File: config.mk
export PLATFORM = sky130hd
export DESIGN_NAME = ready_blocked_job_dispatcher_core
export DESIGN_NICKNAME = d
export VERILOG_FILES = /design/src/rtl/rbjd_pkg.sv /design/src/rtl/ready_blocked_job_dispatcher_core.sv /design/src/rtl/rbjd_fifo.sv /design/src/rtl/rbjd_ctrl.sv
export SDC_FILE = /design/constraint.sdc
export NUM_CORES = 2
export LEC_CHECK = 0
export BUFFER_PORTS_ARGS = -buffer_cell sky130_fd_sc_hd__buf_2
export CAP_MARGIN = 10
export CORE_MARGIN = 1
export CORE_UTILIZATION = 60
export DETAILED_ROUTE_END_ITERATION = 6
export PLACE_DENSITY = 0.76
export SLEW_MARGIN = 15
export SYNTH_ARGS = -nofsm -noshare
export SYNTH_HDL_FRONTEND = slang
export SYNTH_HIERARCHICAL = 1
export SYNTH_SLANG_ARGS = --single-unit
export TNS_END_PERCENT = 1
File: constraint.sdc
create_clock -name clk_i -period 11.25 [get_ports clk_i]
set_clock_uncertainty 0.05 [all_clocks]
set_input_delay 1.6875 -clock clk_i [delete_from_list [all_inputs] [get_ports clk_i]]
set_output_delay 1.6875 -clock clk_i [all_outputs]
set_load 0.02 [all_outputs]
File: src/rtl/rbjd_pkg.sv
package rbjd_pkg;

  // One job as held in the running register and in both queues.
  typedef struct packed {
    logic [15:0] io;
    logic [15:0] cpu;
    logic [15:0] start;
    logic [15:0] proc;
  } job_t;

  typedef enum logic [3:0] {
    STS_NO_JOBS       = 4'd0,
    STS_BLOCKED_ONLY  = 4'd1,
    STS_SWITCHED      = 4'd2,
    STS_BLK_TO_READY  = 4'd3,
    STS_BLK_EMPTY     = 4'd4,
    STS_UNIMPL        = 4'd5,
    STS_TO_BLOCKED    = 4'd6,
    STS_FINISHED      = 4'd7,
    STS_DECREMENTED   = 4'd8,
    STS_READY_TO_RUN  = 4'd9,
    STS_ADDED         = 4'd10,
    STS_FULL          = 4'd11
  } status_e;

  localparam logic [1:0] FUNC_ADD  = 2'd0;
  localparam logic [1:0] FUNC_TICK = 2'd1;
  localparam logic [1:0] FUNC_IRQ  = 2'd2;

  localparam logic [1:0] IRQ_IO_DONE = 2'd0;
  localparam logic [1:0] IRQ_SWITCH  = 2'd1;

  localparam logic [15:0] IO_BLOCKS = 16'd1;
  localparam logic [15:0] CPU_LAST  = 16'd1;

  typedef struct packed {
    logic push;
    logic pop;
  } fifo_ctl_t;

  typedef struct packed {
    logic empty;
    logic full;
  } fifo_sts_t;

endpackage

File: src/rtl/ready_blocked_job_dispatcher_core.sv
// Sequence: an accepted event beat passes through S_EXEC to S_DONE, where the result beat
//   is registered; a job loaded from the ready queue adds S_LOAD (one memory read),
//   and an IO-complete interrupt adds an S_MOVE/S_MOVE_WR pass for each job it moves.
// Throughput: one event at a time; the moving loop reads the blocked memory in S_MOVE
//   and writes the ready memory in S_MOVE_WR, in turn for each job.
// Reset: rst_ni clears queue pointers, counts and the running job; memories are not cleared.
module ready_blocked_job_dispatcher_core import rbjd_pkg::*; #(
  parameter int unsigned QUEUE_DEPTH = 16,
  localparam int unsigned CNT_W = $clog2(QUEUE_DEPTH + 1),
  localparam int unsigned OUT_W = ((65 + 2 * CNT_W + 7) / 8) * 8
) (
  input  logic             clk_i,
  input  logic             rst_ni,
  input  logic             s_axis_tvalid,
  output logic             s_axis_tready,
  input  logic [63:0]      s_axis_tdata,  // proc, start, cpu, io
  input  logic [3:0]       s_axis_tuser,  // func, interrupt_code
  output logic             m_axis_tvalid,
  input  logic             m_axis_tready,
  // running_valid, running_process, running_start, running_cpu, running_io,
  // ready_count, blocked_count
  output logic [OUT_W-1:0] m_axis_tdata,
  output logic [3:0]       m_axis_tuser   // status
);

  fifo_ctl_t        rdy_ctl, blk_ctl;
  fifo_sts_t        rdy_sts, blk_sts;
  job_t             rdy_wdata, rdy_rdata, blk_wdata, blk_rdata;
  logic [CNT_W-1:0] rdy_fill, blk_fill;
  status_e          res_status;
  logic             res_run_valid;
  job_t             res_job;
  logic [CNT_W-1:0] res_rdy_cnt, res_blk_cnt;

  rbjd_fifo #(.DEPTH(QUEUE_DEPTH)) u_ready_q (
    .clk_i   (clk_i),
    .rst_ni  (rst_ni),
    .ctl_i   (rdy_ctl),
    .wdata_i (rdy_wdata),
    .rdata_o (rdy_rdata),
    .sts_o   (rdy_sts),
    .fill_o  (rdy_fill)
  );

  rbjd_fifo #(.DEPTH(QUEUE_DEPTH)) u_blocked_q (
    .clk_i   (clk_i),
    .rst_ni  (rst_ni),
    .ctl_i   (blk_ctl),
    .wdata_i (blk_wdata),
    .rdata_o (blk_rdata),
    .sts_o   (blk_sts),
    .fill_o  (blk_fill)
  );

  rbjd_ctrl #(.DEPTH(QUEUE_DEPTH)) u_ctrl (
    .clk_i           (clk_i),
    .rst_ni          (rst_ni),
    .ev_valid_i      (s_axis_tvalid),
    .ev_ready_o      (s_axis_tready),
    .ev_func_i       (s_axis_tuser[1:0]),
    .ev_code_i       (s_axis_tuser[3:2]),
    .ev_job_i        (job_t'(s_axis_tdata)),
    .rdy_ctl_o       (rdy_ctl),
    .rdy_wdata_o     (rdy_wdata),
    .rdy_rdata_i     (rdy_rdata),
    .rdy_sts_i       (rdy_sts),
    .rdy_fill_i      (rdy_fill),
    .blk_ctl_o       (blk_ctl),
    .blk_wdata_o     (blk_wdata),
    .blk_rdata_i     (blk_rdata),
    .blk_sts_i       (blk_sts),
    .blk_fill_i      (blk_fill),
    .res_valid_o     (m_axis_tvalid),
    .res_ready_i     (m_axis_tready),
    .res_status_o    (res_status),
    .res_run_valid_o (res_run_valid),
    .res_job_o       (res_job),
    .res_rdy_cnt_o   (res_rdy_cnt),
    .res_blk_cnt_o   (res_blk_cnt)
  );

  assign m_axis_tuser = res_status;
  assign m_axis_tdata = OUT_W'({res_blk_cnt, res_rdy_cnt, res_job, res_run_valid});

endmodule

File: src/rtl/rbjd_fifo.sv
module rbjd_fifo import rbjd_pkg::*; #(
  parameter int unsigned DEPTH = 16,
  localparam int unsigned IDX_W = (DEPTH > 1) ? $clog2(DEPTH) : 1,
  localparam int unsigned CNT_W = $clog2(DEPTH + 1)
) (
  input  logic             clk_i,
  input  logic             rst_ni,
  input  fifo_ctl_t        ctl_i,
  input  job_t             wdata_i,
  output job_t             rdata_o,
  output fifo_sts_t        sts_o,
  output logic [CNT_W-1:0] fill_o
);

  job_t             mem_q [DEPTH];
  job_t             rdata_q;
  logic [IDX_W-1:0] head_q, head_d;
  logic [IDX_W-1:0] tail_q, tail_d;
  logic [CNT_W-1:0] fill_q, fill_d;
  logic             push_ok, pop_ok;

  assign push_ok = ctl_i.push && (fill_q != CNT_W'(DEPTH));
  assign pop_ok  = ctl_i.pop && (fill_q != '0);

  always_comb begin
    head_d = head_q;
    tail_d = tail_q;
    fill_d = fill_q;
    if (pop_ok) begin
      head_d = (head_q == IDX_W'(DEPTH - 1)) ? '0 : head_q + 1'b1;
    end
    if (push_ok) begin
      tail_d = (tail_q == IDX_W'(DEPTH - 1)) ? '0 : tail_q + 1'b1;
    end
    if (push_ok && !pop_ok) begin
      fill_d = fill_q + 1'b1;
    end else if (pop_ok && !push_ok) begin
      fill_d = fill_q - 1'b1;
    end
  end

  always_ff @(posedge clk_i or negedge rst_ni) begin
    if (!rst_ni) begin
      head_q <= '0;
      tail_q <= '0;
      fill_q <= '0;
    end else begin
      head_q <= head_d;
      tail_q <= tail_d;
      fill_q <= fill_d;
    end
  end

  // single write port, registered read of the head entry
  always_ff @(posedge clk_i) begin
    if (push_ok) begin
      mem_q[tail_q] <= wdata_i;
    end
    if (pop_ok) begin
      rdata_q <= mem_q[head_q];
    end
  end

  assign rdata_o     = rdata_q;
  assign fill_o      = fill_q;
  assign sts_o.empty = (fill_q == '0);
  assign sts_o.full  = (fill_q == CNT_W'(DEPTH));

endmodule

File: src/rtl/rbjd_ctrl.sv
module rbjd_ctrl import rbjd_pkg::*; #(
  parameter int unsigned DEPTH = 16,
  localparam int unsigned CNT_W = $clog2(DEPTH + 1)
) (
  input  logic             clk_i,
  input  logic             rst_ni,
  // event side
  input  logic             ev_valid_i,
  output logic             ev_ready_o,
  input  logic [1:0]       ev_func_i,
  input  logic [1:0]       ev_code_i,
  input  job_t             ev_job_i,
  // ready queue
  output fifo_ctl_t        rdy_ctl_o,
  output job_t             rdy_wdata_o,
  input  job_t             rdy_rdata_i,
  input  fifo_sts_t        rdy_sts_i,
  input  logic [CNT_W-1:0] rdy_fill_i,
  // blocked queue
  output fifo_ctl_t        blk_ctl_o,
  output job_t             blk_wdata_o,
  input  job_t             blk_rdata_i,
  input  fifo_sts_t        blk_sts_i,
  input  logic [CNT_W-1:0] blk_fill_i,
  // result side
  output logic             res_valid_o,
  input  logic             res_ready_i,
  output status_e          res_status_o,
  output logic             res_run_valid_o,
  output job_t             res_job_o,
  output logic [CNT_W-1:0] res_rdy_cnt_o,
  output logic [CNT_W-1:0] res_blk_cnt_o
);

  localparam logic [2:0] S_IDLE    = 3'd0;
  localparam logic [2:0] S_EXEC    = 3'd1;
  localparam logic [2:0] S_LOAD    = 3'd2;
  localparam logic [2:0] S_MOVE    = 3'd3;
  localparam logic [2:0] S_MOVE_WR = 3'd4;
  localparam logic [2:0] S_DONE    = 3'd5;

  logic [2:0]       state_q, state_d;
  logic [1:0]       func_q, code_q;
  job_t             ev_job_q;
  status_e          sts_q, sts_d;
  logic             switch_q, switch_d;
  logic             run_valid_q, run_valid_d;
  job_t             run_job_q, run_job_d;
  job_t             done_job;
  logic             accept, out_load;
  logic             res_valid_q;
  status_e          res_status_q;
  logic             res_run_valid_q;
  job_t             res_job_q;
  logic [CNT_W-1:0] res_rdy_cnt_q, res_blk_cnt_q;

  assign ev_ready_o = (state_q == S_IDLE);
  assign accept     = ev_valid_i && ev_ready_o;
  assign out_load   = (state_q == S_DONE) && (!res_valid_q || res_ready_i);

  always_comb begin
    state_d     = state_q;
    sts_d       = sts_q;
    switch_d    = switch_q;
    run_valid_d = run_valid_q;
    run_job_d   = run_job_q;
    rdy_ctl_o   = '0;
    blk_ctl_o   = '0;
    rdy_wdata_o = run_job_q;
    done_job    = run_job_q;
    done_job.cpu = '0;
    blk_wdata_o = done_job;

    unique case (state_q)
      S_IDLE: begin
        if (accept) begin
          state_d = S_EXEC;
        end
      end
      S_EXEC: begin
        state_d = S_DONE;
        unique case (func_q)
          FUNC_ADD: begin
            if (rdy_sts_i.full) begin
              sts_d = STS_FULL;
            end else begin
              rdy_ctl_o.push = 1'b1;
              rdy_wdata_o    = ev_job_q;
              sts_d          = STS_ADDED;
            end
          end
          FUNC_TICK: begin
            if (!run_valid_q) begin
              if (rdy_sts_i.empty) begin
                sts_d = blk_sts_i.empty ? STS_NO_JOBS : STS_BLOCKED_ONLY;
              end else begin
                rdy_ctl_o.pop = 1'b1;
                switch_d      = 1'b0;
                state_d       = S_LOAD;
                sts_d         = STS_READY_TO_RUN;
              end
            end else if (run_job_q.cpu > CPU_LAST) begin
              run_job_d.cpu = run_job_q.cpu - 16'd1;
              sts_d         = STS_DECREMENTED;
            end else begin
              // zero CPU time also ends here, no wrap
              if (run_job_q.io == IO_BLOCKS) begin
                if (blk_sts_i.full) begin
                  sts_d = STS_FULL;
                end else begin
                  blk_ctl_o.push = 1'b1;
                  sts_d          = STS_TO_BLOCKED;
                end
              end else begin
                sts_d = STS_FINISHED;
              end
              run_valid_d = 1'b0;
              run_job_d   = '0;
            end
          end
          FUNC_IRQ: begin
            unique case (code_q)
              IRQ_SWITCH: begin
                if (rdy_sts_i.empty) begin
                  sts_d = blk_sts_i.empty ? STS_NO_JOBS : STS_BLOCKED_ONLY;
                end else begin
                  rdy_ctl_o.pop = 1'b1;
                  switch_d      = run_valid_q;
                  state_d       = S_LOAD;
                  sts_d         = run_valid_q ? STS_SWITCHED : STS_READY_TO_RUN;
                end
              end
              IRQ_IO_DONE: begin
                if (blk_sts_i.empty) begin
                  sts_d = STS_BLK_EMPTY;
                end else if (rdy_sts_i.full) begin
                  sts_d = STS_FULL;
                end else begin
                  state_d = S_MOVE;
                  sts_d   = STS_BLK_TO_READY;
                end
              end
              default: begin
                sts_d = STS_UNIMPL;
              end
            endcase
          end
          default: begin
            sts_d = STS_UNIMPL;
          end
        endcase
      end
      S_LOAD: begin
        // head read lands now; old running job goes to the ready tail
        run_job_d   = rdy_rdata_i;
        run_valid_d = 1'b1;
        if (switch_q) begin
          rdy_ctl_o.push = 1'b1;
          rdy_wdata_o    = run_job_q;
        end
        state_d = S_DONE;
      end
      S_MOVE: begin
        if (!blk_sts_i.empty && !rdy_sts_i.full) begin
          blk_ctl_o.pop = 1'b1;
          state_d       = S_MOVE_WR;
        end else begin
          state_d = S_DONE;
        end
      end
      S_MOVE_WR: begin
        rdy_ctl_o.push = 1'b1;
        rdy_wdata_o    = blk_rdata_i;
        state_d        = S_MOVE;
      end
      S_DONE: begin
        if (out_load) begin
          state_d = S_IDLE;
        end
      end
      default: begin
        state_d = S_IDLE;
      end
    endcase
  end

  always_ff @(posedge clk_i or negedge rst_ni) begin
    if (!rst_ni) begin
      state_q     <= S_IDLE;
      sts_q       <= STS_NO_JOBS;
      switch_q    <= 1'b0;
      run_valid_q <= 1'b0;
      run_job_q   <= '0;
      res_valid_q <= 1'b0;
    end else begin
      state_q     <= state_d;
      sts_q       <= sts_d;
      switch_q    <= switch_d;
      run_valid_q <= run_valid_d;
      run_job_q   <= run_job_d;
      res_valid_q <= out_load || (res_valid_q && !res_ready_i);
    end
  end

  always_ff @(posedge clk_i) begin
    if (accept) begin
      func_q   <= ev_func_i;
      code_q   <= ev_code_i;
      ev_job_q <= ev_job_i;
    end
    if (out_load) begin
      res_status_q    <= sts_q;
      res_run_valid_q <= run_valid_q;
      res_job_q       <= run_job_q;
      res_rdy_cnt_q   <= rdy_fill_i;
      res_blk_cnt_q   <= blk_fill_i;
    end
  end

  assign res_valid_o     = res_valid_q;
  assign res_status_o    = res_status_q;
  assign res_run_valid_o = res_run_valid_q;
  assign res_job_o       = res_job_q;
  assign res_rdy_cnt_o   = res_rdy_cnt_q;
  assign res_blk_cnt_o   = res_blk_cnt_q;

endmodule

# [After elaboration in Yosys (flattened, before gate mapping)]
# Memory sizes are Yosys's and may differ from the RTL's. A register that Yosys moved wholly into a read port is not among the register bits.
# Index checks and enable logic that the tools add are counted.
[word_totals] ff_bits=263 latch_bits=0 ramBits=1792 mem_bits_ro=0 input_bits=72 out_inout_bits=86 elab_cells=176 n_memories=2
[classes] add_sub_neg=9 mul=0 div_mod_pow=0 order_cmp=1 n_eq_ne=26 shifts=0 muxes=70 bitwise=0 n_reduce_logical=38
[memory_table] memory="u_ready_q.mem_q" depth=16 word_bits=64 read_ports=1 rd_clocked_by_memory_dff=1 write_ports=1 line="rbjd_fifo.sv:15" text="job_t mem_q [DEPTH];"
[memory_table] memory="u_blocked_q.mem_q" depth=16 word_bits=48 read_ports=1 rd_clocked_by_memory_dff=1 write_ports=1 line="rbjd_fifo.sv:15"
[ops] cell="$mux 64" count=4
[ops] cell="$pmux 64 s2" count=2
[ops] cell="$mux 4" count=13
[ops] cell="$mux 16" count=2
[ops] cell="$mux 32" count=1
[ops] cell="$mux 1" count=29
[ops] cell="$mux 5" count=4
[ops] cell="$mux 3" count=6
[ops] cell="$pmux 3 s6" count=1
[ops] cell="$add 4x1->4 const B" count=4
[ops] cell="$eq 16x1->1 const B" count=1
[ops] cell="$eq 4x4->1 const B" count=4
[ops] cell="$gt 16x1->1 const B" count=1
[ops] cell="$sub 16x1->16 const B" count=1
[ops] cell="$ne 2x2->1 const B" count=7
[ops] cell="$logic_and 1x1->1" count=12
[ops] cell="$pmux 3 s2" count=2
[ops] cell="$pmux 4 s3" count=1
[ops] cell="$add 5x1->5 const B" count=2
[ops] cell="$eq 5x5->1 const B" count=2
[ops] cell="$logic_not 5->1" count=2
[ops] cell="$ne 5x5->1 const B" count=2
[ops] cell="$reduce_bool 5->1" count=2
[ops] cell="$sub 5x1->5 const B" count=2
[ops] cell="other kinds (18)" count=37

# [Longest topological paths before layout]
[logic_depth] ltp_word=12 depth_mapped=17 ltp_nobuf=14

# [Hierarchy]
# Netlist, hierarchy kept.
[by_module_without_submodules] mod="rbjd_fifo (u_ready_q)" instances=1 cells_per_inst=1866 area_each_um2=41696.2 seq_area_each_um2=32996.6
[by_module_without_submodules] mod="rbjd_fifo (u_blocked_q)" instances=1 cells_per_inst=1866 area_each_um2=41691.2 seq_area_each_um2=32996.6
[by_module_without_submodules] mod="rbjd_ctrl" instances=1 cells_per_inst=753 area_each_um2=9461.6 seq_area_each_um2=6266.0
[by_module_without_submodules] mod="ready_blocked_job_dispatcher_core" instances=1 cells_per_inst=7 area_each_um2=48.8 seq_area_each_um2=0.0

# [Worst setup path after synthesis]
# No wires, ideal clock.
[synth_timing] path_type="reg-to-reg" start="reg u_ctrl.state_q[0]" end="mem u_ready_q/mem_q[0][0] (netlist name) (enable)" setup_ns=0.565 t_arrival_ns=6.842 required_time_ns=10.635 slack_ns=3.794 stages_incl_launch_ff=13 path_buffers=5 synth_period_minus_slack_ns=7.456 cell_sequence="dfrtp_1 -> buf_2 -> or3b_2 -> clkbuf_1 -> nor3b_1 -> nor2_1 -> clkbuf_1 -> clkbuf_1 -> nand2_1 -> a21boi_0 -> clkbuf_1 -> nand2_1 -> nor3_1"
[synth_lines] element="start, declared" line="rbjd_ctrl.sv:42" text="logic [2:0] state_q, state_d;"
[synth_lines] element="start signal, assigned" line="rbjd_ctrl.sv:196" text="state_q <= state_d;"
[synth_lines] element="end, declared" line="rbjd_fifo.sv:15"

==> results.md <==
- Status: finished, final reports clean
- Final worst path period share: 44.5%
- Slew HR: 17.9%
- Via density: 6.76
- Clock Path Buffers: 3
- Post-synthesis cell type count: 60
- DRC: 0
- Site Rows: 144
- Syn Inst Count: 4492
- Initial Util: 60.4%
- Die W: 395 um
- Share of layout cells above drive strength 1: 20.9%
- IO Count: 158
- Reg2reg end: u_ready_q/mem_q[7][18]
- GRT overflow: 0
- Reg2Reg Launch Point: u_ctrl/state_q[0]
- Die height: 395 um
- Crit. End Element: flip-flop
- Worst stage delay on the critical path: 850 ps
- Synthesis-to-finish area growth: 10.8%
- Initial antenna violation count: 2
- FILL cells: 9520
- Clk_lat worst skew: 860 ps
- Register bit total from synthesis: 2423
- GRT Overall Usage: 28.3%
- Hold_ws: 406 ps
- GR Util met3: 4.39%
- Worst IR drop on VDD: 0.193 mV
- Drt total wl: 220000 um
- Total CTS buffers: 224
- Number of synthesized flops with an enable pin: 2323
- Pin count of the biggest net entering global routing: 155
- # resized after CTS: 0
- Final ANT Viol Nets: 0
- Crit path launch type: flip-flop
- Slowest stage cell, crit path: nor2_4
- YS warnings: 6
- WS Path Type: reg2reg
- Most used cell, CP: buf_4
- Power Dens Cells: 233 nW/um2
- Hold Crit Class: reg2reg
- Post-layout nets: 4755
- GP Congestion: 0.847
- Total Neg Setup Slack: 0 ps
- Synth Area per Inst: 20.7 um2
- DR pass1 iterations: 6
- First-pass GRT wire length: 319000 um
- Reg2Reg Setup Slack: 6240 ps
- FF-to-FF path depth: 10
- Cell Chain, Critical Path: or3b_2 > nor3b_2 > buf_4 > nor2_4 > nand2_1 > a21boi_0 > buf_4 > nand2_1 > nor2_4 > buf_4
- Pre-CTS setup slack: 6350 ps
- Met2 Use GR: 44.7%
- Port Buffer Count: 152
- Final Max Slew Viols: 0
- Number of global-route vias before repair: 46423
- Register area share after synthesis: 77.8%
- Crit-path leading delay family: simple AND/OR/NAND/NOR gates
- WP buf/inv: 3
- Worst-Margin Slew: 1230 ps
- Post-CTS Setup Bufs: 0
- Post-Synthesis Cell Area: 92900 um2
- Max-Cap Viols: 0
- Top Usage Layer GRT: met2
- CTS root buf: clkbuf_16
- Die Area: 156000 um2
- CP arrival: 5420 ps
- Top FF cell, synth: edfxtp_1
- Most frequent cells in the layout: edfxtp_1, mux2i_1, mux4_2, clkbuf_16, a22oi_1
- Final hold vios: 0
- Initial DRC Count: 5842
- P_leak: 32.1 nW
- Core Area: 154000 um2
- Unrepaired setup endpoints after global routing: no
- Final setup fails: 0
- DP Wirelength: 121000 um
- CP required: 11670 ps
- Fmax: 0.200 GHz
- CTS Hold Buffers Added: 0
- Antenna cells: 0
- CTS clk-pin slew, worst paths: 60 ps
- Grt met1 use: 40.7%
- CP Capture Point: u_ready_q/mem_q[7][18]
- Worst Setup SP: u_ctrl/state_q[0]
- Hold_sp: u_ready_q/rdata_o[1]
- WL/cell: 31.9 um
- Minimum clock period: 5010 ps
- Synth async-reset ratio: 4.13%
- Sink Count: 2423
- TritonCTS clock tree: done
- CTS H-tree lvls: 4
- Critical path depth: 10
- Fin worst setup slack: 6240 ps
- Commonest non-fill, non-tap cell in the layout: edfxtp_1
- Vias: 46577
- Max Fanout on Critical Path: 41
-- power by group --
| group | internal, mW | switching [mW] |
|---|---|---|
| clock network | 4.34 | 3.23 |
| logic | 1.25 | 2.54 |
| registers | 11.8 | 0.862 |
| total | 17.4 | 6.62 |
-- synth_stat cells, types with 48 or more instances --
cell type,count,share of area (%)
a32oi_1,128,1.2
clkbuf_1,112,0.45
a22oi_1,200,1.6
buf_2,76,0.41
nand2_1,178,0.72
a22o_1,52,0.49
dfrtp_1,100,2.7
mux2i_1,386,4.2
buf_4,96,0.78
nor2_1,48,0.19
o21ai_1,126,0.68
mux4_2,384,9.3
edfxtp_1,2323,75
-- flip-flops by register name, indices dropped and copies added, names as in the netlist, 16 cells and up --
| signal | cells |
|---|---|
| u_blocked_q/mem_q | 1024 |
| u_blocked_q/rdata_o | 64 |
| u_ctrl/blk_wdata_o | 48 |
| u_ctrl/ev_job_q | 64 |
| u_ctrl/res_job_o | 64 |
| u_ctrl/run_job_q | 16 |
| u_ready_q/mem_q | 1024 |
| u_ready_q/rdata_o | 64 |
-- metal layers --
metal | wire (um) | vias to the layer above
li1 | - | 18911
met1 | 82900 | 24267
met2 | 106000 | 3034
met3 | 22700 | 361
met4 | 7840 | 4
met5 | 29 | -
-- worst min path at each step --
stage / cells past startpoint / endpoint / slack [ps]
after floorplan: 0 / u_ctrl/res_run_valid_o / 370
after global placement: 0 / u_ctrl/res_status_o[2] / 390
after detailed placement: 0 / u_ctrl/res_status_o[2] / 410
after CTS: 1 / u_ctrl/blk_wdata_o[1] / 410
after global routing: 1 / u_ctrl/blk_wdata_o[13] / 440
final: 1 / u_ctrl/blk_wdata_o[1] / 410
-- stage by stage --
stage	std cells	cell area, um2	util, %	power, mW
3_3_place_gp	6474	95500	62.1	16.4
3_5_place_dp	6474	95500	62.1	16.6
4_1_cts	6894	103000	66.9	24.1
2_1_floorplan	4511	93000	-	15.1
5_1_grt	6895	103000	66.9	24.7
6_report	6895	103000	66.9	24.0
-- final cells by class --
class | count | area, um2 | share of cell area (%)
Clock buffer | 300 | 6150 | 5.98
Tap cell | 2044 | 2560 | 2.49
Multi-Input combinational cell | 1750 | 19100 | 18.6
Timing Repair Buffer | 241 | 1500 | 1.46
Sequential cell | 2423 | 72300 | 70.2
Inverter | 17 | 67.6 | 0.0657
Clock inverter | 120 | 1220 | 1.19
-- cell families (layout without fill, tap and decap cells) --
| logic type | after synthesis | after routing | share of synthesized area [%] |
|---|---|---|---|
| AOI/OAI and AO/OA | 594 | 594 | 4.64 |
| xor gates and xnor gates | 12 | 12 | 0.113 |
| adders and majority gates | 26 | 26 | 0.366 |
| buffers and inverters | 338 | 678 | 2.02 |
| DFF | 2423 | 2423 | 77.8 |
| muxes | 772 | 772 | 13.5 |
| other | 2 | 21 | 0.00808 |
| and+or+nand+nor | 325 | 325 | 1.58 |
Power figures use the tool's default switching activity.
